--- src/sv/htd_pkg.sv ---
`timescale 1ns / 1ps
// Shared types and constants for the Huffman tree build and decode core.
// No dependencies; used by the interfaces and every module of the core.
package htd_pkg;

   localparam int NODE_W      = 9;
   localparam int NODE_DEPTH  = 512;
   localparam int SYM_DEPTH   = 256;
   localparam int FREQ_W      = 32;
   localparam int LEAF_FREQ_W = 24;
   localparam int CNT_W       = 32;
   localparam int CSR_IDX_W   = 1;
   localparam int CSR_DATA_W  = 32;

   // Input word kinds, coded as the func field
   typedef enum logic [0:0] {
      CMD_LOAD = 1'b0,
      CMD_BYTE = 1'b1
   } cmd_kind_type;

   // Register indexes of the configuration port
   typedef enum logic [CSR_IDX_W-1:0] {
      REG_SYMBOL_COUNT  = 1'b0,
      REG_TOTAL_SYMBOLS = 1'b1
   } csr_reg_type;

   typedef struct packed {
      cmd_kind_type            kind;
      logic [7:0]              leaf_index;
      logic [7:0]              leaf_symbol;
      logic [LEAF_FREQ_W-1:0]  leaf_freq;
      logic [7:0]              code_byte;
   } cmd_type;

   // Queue head as seen by the back end
   typedef struct packed {
      logic    valid;
      cmd_type cmd;
   } cmd_link_type;

   // Effective leaf count: clamped to 2..max_n
   function automatic logic [NODE_W-1:0] leaf_total(logic [NODE_W-1:0] sc,
                                                    logic [NODE_W-1:0] max_n);
      logic [NODE_W-1:0] r;
      if (sc < NODE_W'(2)) r = NODE_W'(2);
      else if (sc > max_n) r = max_n;
      else r = sc;
      return r;
   endfunction

   // Root index 2n-2
   function automatic logic [NODE_W-1:0] root_of(logic [NODE_W-1:0] n);
      logic [NODE_W:0] t;
      t = ({1'b0, n} << 1) - (NODE_W+1)'(2);
      return t[NODE_W-1:0];
   endfunction

endpackage

--- src/sv/htd_ifs.sv ---
`timescale 1ns / 1ps
// Channel interfaces of the Huffman tree build and decode core.
// Depends on htd_pkg for widths.
interface htd_req_if;
   logic                            valid;
   logic                            ready;
   logic                            func;
   logic [7:0]                      leaf_index;
   logic [7:0]                      leaf_symbol;
   logic [htd_pkg::LEAF_FREQ_W-1:0] leaf_freq;
   logic [7:0]                      code_byte;
   modport source(output valid, func, leaf_index, leaf_symbol, leaf_freq, code_byte,
                  input ready);
   modport sink(input valid, func, leaf_index, leaf_symbol, leaf_freq, code_byte,
                output ready);
endinterface


--- src/sv/htd_front.sv ---
`timescale 1ns / 1ps
// Front end: accepts input words, classifies them and holds them in a 2-deep queue.
// Depends on htd_pkg and htd_ifs.
module htd_front (
   input  logic                  clock,
   input  logic                  reset,
   htd_req_if.sink               req_ch,
   output htd_pkg::cmd_link_type cmd_link,
   input  logic                  cmd_pop
);

   htd_pkg::cmd_type slot_ff [2];
   logic             wr_ptr_ff, wr_ptr_in;
   logic             rd_ptr_ff, rd_ptr_in;
   logic [1:0]       fill_ff, fill_in;
   htd_pkg::cmd_type cmd_new;
   logic             push;

   // classify incoming word
   always_comb begin
      cmd_new.kind        = htd_pkg::cmd_kind_type'(req_ch.func);
      cmd_new.leaf_index  = req_ch.leaf_index;
      cmd_new.leaf_symbol = req_ch.leaf_symbol;
      cmd_new.leaf_freq   = req_ch.leaf_freq;
      cmd_new.code_byte   = req_ch.code_byte;
   end

   assign req_ch.ready = (fill_ff != 2'd2);
   assign push         = req_ch.valid && req_ch.ready;

   // pointer and fill bookkeeping
   always_comb begin
      wr_ptr_in = push ? ~wr_ptr_ff : wr_ptr_ff;
      rd_ptr_in = cmd_pop ? ~rd_ptr_ff : rd_ptr_ff;
      fill_in   = fill_ff + (push ? 2'd1 : 2'd0) - (cmd_pop ? 2'd1 : 2'd0);
   end

   always_ff @(posedge clock) begin
      if (reset) begin
         wr_ptr_ff <= 1'b0;
         rd_ptr_ff <= 1'b0;
         fill_ff   <= 2'd0;
      end else begin
         wr_ptr_ff <= wr_ptr_in;
         rd_ptr_ff <= rd_ptr_in;
         fill_ff   <= fill_in;
      end
   end

   always_ff @(posedge clock) begin
      if (push) begin
         slot_ff[wr_ptr_ff] <= cmd_new;
      end
   end

   assign cmd_link.valid = (fill_ff != 2'd0);
   assign cmd_link.cmd   = slot_ff[rd_ptr_ff];

endmodule

--- src/flat_wrapper.sv ---
// flat-port wrapper written by rule: the top's interface ports become plain ports
module htd_front_flat 
  (clock, reset, cmd_link, cmd_pop, req_ch_valid, req_ch_func, req_ch_leaf_index, req_ch_leaf_symbol, req_ch_leaf_freq, req_ch_code_byte, req_ch_ready);
  htd_req_if req_ch_i ();
  input  logic clock;
  input  logic reset;
  output htd_pkg::cmd_link_type cmd_link;
  input  logic cmd_pop;
  input wire logic [$bits(req_ch_i.valid)-1:0] req_ch_valid;
  input wire logic [$bits(req_ch_i.func)-1:0] req_ch_func;
  input wire logic [$bits(req_ch_i.leaf_index)-1:0] req_ch_leaf_index;
  input wire logic [$bits(req_ch_i.leaf_symbol)-1:0] req_ch_leaf_symbol;
  input wire logic [$bits(req_ch_i.leaf_freq)-1:0] req_ch_leaf_freq;
  input wire logic [$bits(req_ch_i.code_byte)-1:0] req_ch_code_byte;
  output wire logic [$bits(req_ch_i.ready)-1:0] req_ch_ready;
  assign req_ch_i.valid = req_ch_valid;
  assign req_ch_i.func = req_ch_func;
  assign req_ch_i.leaf_index = req_ch_leaf_index;
  assign req_ch_i.leaf_symbol = req_ch_leaf_symbol;
  assign req_ch_i.leaf_freq = req_ch_leaf_freq;
  assign req_ch_i.code_byte = req_ch_code_byte;
  assign req_ch_ready = req_ch_i.ready;
  htd_front u_core (.clock(clock), .reset(reset), .req_ch(req_ch_i), .cmd_link(cmd_link), .cmd_pop(cmd_pop));
endmodule
--- config.mk ---
export PLATFORM = sky130hd
export DESIGN_NAME = htd_front_flat
export DESIGN_NICKNAME = d
export VERILOG_FILES = /design/src/sv/htd_pkg.sv /design/src/sv/htd_ifs.sv /design/src/sv/htd_front.sv /design/src/flat_wrapper.sv
export SDC_FILE = /design/constraint.sdc
export NUM_CORES = 1
export LEC_CHECK = 0
export BUFFER_PORTS_ARGS = -buffer_cell sky130_fd_sc_hd__buf_4
export CAP_MARGIN = 5
export CORE_MARGIN = 3
export CORE_UTILIZATION = 55
export CTS_CLUSTER_DIAMETER = 200
export DETAILED_ROUTE_END_ITERATION = 12
export PLACE_DENSITY = 0.83
export SYNTH_ARGS = -nofsm -noshare
export SYNTH_HDL_FRONTEND = slang
export SYNTH_SLANG_ARGS = --single-unit
--- constraint.sdc ---
create_clock -name clock -period 3.44 [get_ports clock]
set_clock_uncertainty 0.15 [all_clocks]
set_input_delay 0.516 -clock clock [delete_from_list [all_inputs] [get_ports clock]]
set_output_delay 0.516 -clock clock [all_outputs]
set_load 0.01 [all_outputs]
==> summary.json <==
{
  "run_status": {"value": "finished clean"},
  "tritoncts": {"value": "built"},
  "maxSlewViolCount": {"value": 0},
  "cts_buffers": {"value": 9},
  "timing.setup.tns": {"value": 0, "unit": "ps"},
  "place_ws": {"value": 1250, "unit": "ps"},
  "unrepaired_setup_endpoints_after_global_routing": {"value": "no"},
  "std_cell_rows": {"value": 29},
  "die_area": {"value": 7880, "unit": "sq um"},
  "fraction_of_layout_cells_with_a_size_suffix_above_1": {"value": 59.6, "unit": "%"},
  "net_count_after_synthesis": {"value": 232},
  "criticalPathCategory": {"value": "flop to output port"},
  "routed_wirelength": {"value": 6.53, "unit": "mm"},
  "cts.sinks": {"value": 103},
  "initial_util": {"value": 58.0, "unit": "%"},
  "clock.fmax": {"value": 391, "unit": "MHz"},
  "timing.critical_path.from_type": {"value": "flop"},
  "floorplan.die.width": {"value": 88.8, "unit": "um"},
  "wl_per_cell": {"value": 17.5, "unit": "um"},
  "post_synth_inst_count": {"value": 178},
  "grt_pass1_vias": {"value": 1958},
  "residual_drc": {"value": 0},
  "yosysWarnings": {"value": 0},
  "ys_seq_area_share": {"value": 80.8, "unit": "%"},
  "globalRoute.totalOverflow": {"value": 0},
  "grt_first_pass_wirelength": {"value": 9.67, "unit": "mm"},
  "synth-seq-cells": {"value": 103},
  "synthDominantAreaCellType": {"value": "sky130_fd_sc_hd__edfxtp_1"},
  "postRouteAntennaNets": {"value": 0},
  "grt_max_degree": {"value": 26},
  "synth_common_cells": {"value": "98 x sky130_fd_sc_hd__edfxtp_1, 49 x sky130_fd_sc_hd__mux2_2, 5 x sky130_fd_sc_hd__dfxtp_1"},
  "report.final.hold_viol_count": {"value": 0},
  "timing.critical_path.required": {"value": 2770, "unit": "ps"},
  "final_critical_path_setup_slack": {"value": 884, "unit": "ps"},
  "core": {"value": 6490, "unit": "sq um"},
  "critical_path.endpoint_type": {"value": "output port"},
  "arrival": {"value": 1890, "unit": "ps"},
  "pwr_per_cell_area": {"value": 536, "unit": "nW/um^2"},
  "antenna-diode-count": {"value": 0},
  "yosysUniqueCellTypes": {"value": 23},
  "design.final.nets": {"value": 346},
  "synth_edf_count": {"value": 98},
  "initial_antenna_violation_count": {"value": 0},
  "yosys-top-cells-area": {"value": "sky130_fd_sc_hd__edfxtp_1 78%, sky130_fd_sc_hd__mux2_2 15%, sky130_fd_sc_hd__dfxtp_1 2.7%"},
  "via_per_inst": {"value": 5.20},
  "postCtsHoldBufs": {"value": 0},
  "first_pass_iters": {"value": 5},
  "worst_skew_pair.late_latency": {"value": 350, "unit": "ps"},
  "final_min_period_over_clock_period": {"value": 74.3, "unit": "%"},
  "dr.first_iter.drc_count": {"value": 81},
  "die_h": {"value": 88.8, "unit": "um"},
  "clock_path_buffers": {"value": 2},
  "synth_async_sr_flop_share": {"value": 0, "unit": "%"},
  "synth_area": {"value": 3770, "unit": "sq um"},
  "layout.cells.non_filler": {"value": 374},
  "top_count_cell_post_synth": {"value": "sky130_fd_sc_hd__edfxtp_1"},
  "place.port_buffers": {"value": 103},
  "grt_usage": {"value": 17.0, "unit": "%"},
  "maxCapViolations": {"value": 0},
  "path_clk_slew": {"value": 90, "unit": "ps"},
  "route.vias.total": {"value": 1946},
  "place.gp.congestion": {"value": 0.733},
  "cts.root.buffer_cell": {"value": "sky130_fd_sc_hd__clkbuf_8"},
  "synth.avg_cell_area": {"value": 21.2, "unit": "sq um"},
  "timing_worst_slew_pin_value": {"value": 616, "unit": "ps"},
  "place_hpwl": {"value": 4.66, "unit": "mm"},
  "cts_resized": {"value": 0},
  "layout_min_cycle_time": {"value": 2560, "unit": "ps"},
  "worst-path-max-fanout": {"value": 25},
  "flow.area_growth_from_synthesis": {"value": 28.2, "unit": "%"},
  "ir_drop": {"value": 0.423, "unit": "mV"},
  "setup-violations-final": {"value": 0},
  "boundaryPins": {"value": 104},
  "maxSlewHeadroom": {"value": 59.0, "unit": "%"},
  "post-place-cells": {"value": 358},
  "ctsHtreeMaxLevel": {"value": 3},
  "static_leak": {"value": 1.81, "unit": "nW"},
  "synth_top_area_share": {"value": 78.1, "unit": "%"},
  "post_cts_setup_repair_bufs": {"value": 0},
  "synth_flop_cell": {"value": "sky130_fd_sc_hd__edfxtp_1"},
  "min-delay-path-class": {"value": "primary input to flop"}
}
[per-layer routing]
| metal | track usage (%) | up-vias | share of wire, % |
|---|---|---|---|
| li1 | - | 922 | - |
| met1 | 22.0 | 919 | 42 |
| met2 | 26.5 | 92 | 47 |
| met3 | 5.21 | 13 | 8.8 |
| met4 | 7.69 | 0 | 1.7 |
| met5 | 0 | - | 0 |
[area by class of cell]
class / instances / area (sq um)
multi-input cells: 68 / 683
inverters: 2 / 7.51
flip-flops and latches: 103 / 3040
fillers: 400 / 1670
clock inverters: 7 / 48.8
repair buffers: 108 / 823
clock buffers: 9 / 124
well taps: 77 / 96.3
[stage by stage]
step | total power [mW] | utilization [%] | instance area, sq um | hold slack [ps]
after floorplan | 1.75 | - | 3770 | 330
after global placement | 1.96 | 71.7 | 4650 | 349
after detailed placement | 1.97 | 71.7 | 4650 | 352
after CTS | 2.61 | 74.3 | 4830 | 168
after global routing | 2.70 | 74.3 | 4830 | 168
final | 2.59 | 74.3 | 4830 | 188
[report_power, final]
part	internal (mW)	switching (mW)
Combinational	0.226	0.186
Clock	0.263	0.392
Sequential	1.48	0.0347
[critical path, stage by stage, from the launching register on]
cell,delay (ps)
sky130_fd_sc_hd__dfxtp_2,730
sky130_fd_sc_hd__buf_12,260
sky130_fd_sc_hd__mux2_2,370
sky130_fd_sc_hd__buf_4,150
[worst paths after layout]
check	start	end	slack [ps]	cells past startpoint
max	flop	cmd_link[21]	880	3
min reg2reg	u_core.rd_ptr_ff$_SDFFE_PP0P_	u_core.rd_ptr_ff$_SDFFE_PP0P_	380	2
max reg2reg	u_core.fill_ff[0]$_SDFF_PP0_	u_core.slot_ff[1][18]$_DFFE_PP_	1540	3
min	req_ch_leaf_freq[15]	u_core.slot_ff[0][23]$_DFFE_PP_	190	1
[cell families (layout without fill, tap and decap cells)]
| family | Yosys count | in the layout | share of synthesized area [%] |
|---|---|---|---|
| DFF | 103 | 103 | 80.8 |
| and+or+nand+nor | 11 | 11 | 1.60 |
| buffers and inverters | 7 | 126 | 1.10 |
| AOI/OAI and AO/OA | 4 | 4 | 0.731 |
| muxes | 51 | 51 | 15.2 |
| adders and majority gates | 1 | 1 | 0.332 |
| xor gates and xnor gates | 1 | 1 | 0.233 |
[layout by cell type (no fill, tap or decap), drive strengths merged, types with 2 or more instances in the layout]
master,n
a21oi,2
buf,108
clkbuf,9
clkinv,3
clkinvlp,3
dfxtp,5
edfxtp,98
inv,3
mux2,50
nor2,3
[sequential cells by signal, indices dropped and copies added, names as in the netlist, named ones only]
register	count
u_core.slot_ff	98
u_core.fill_ff	2
u_core.rd_ptr_ff	1
u_core.wr_ptr_ff	1
No activity file was read; power rests on OpenSTA's default activity.
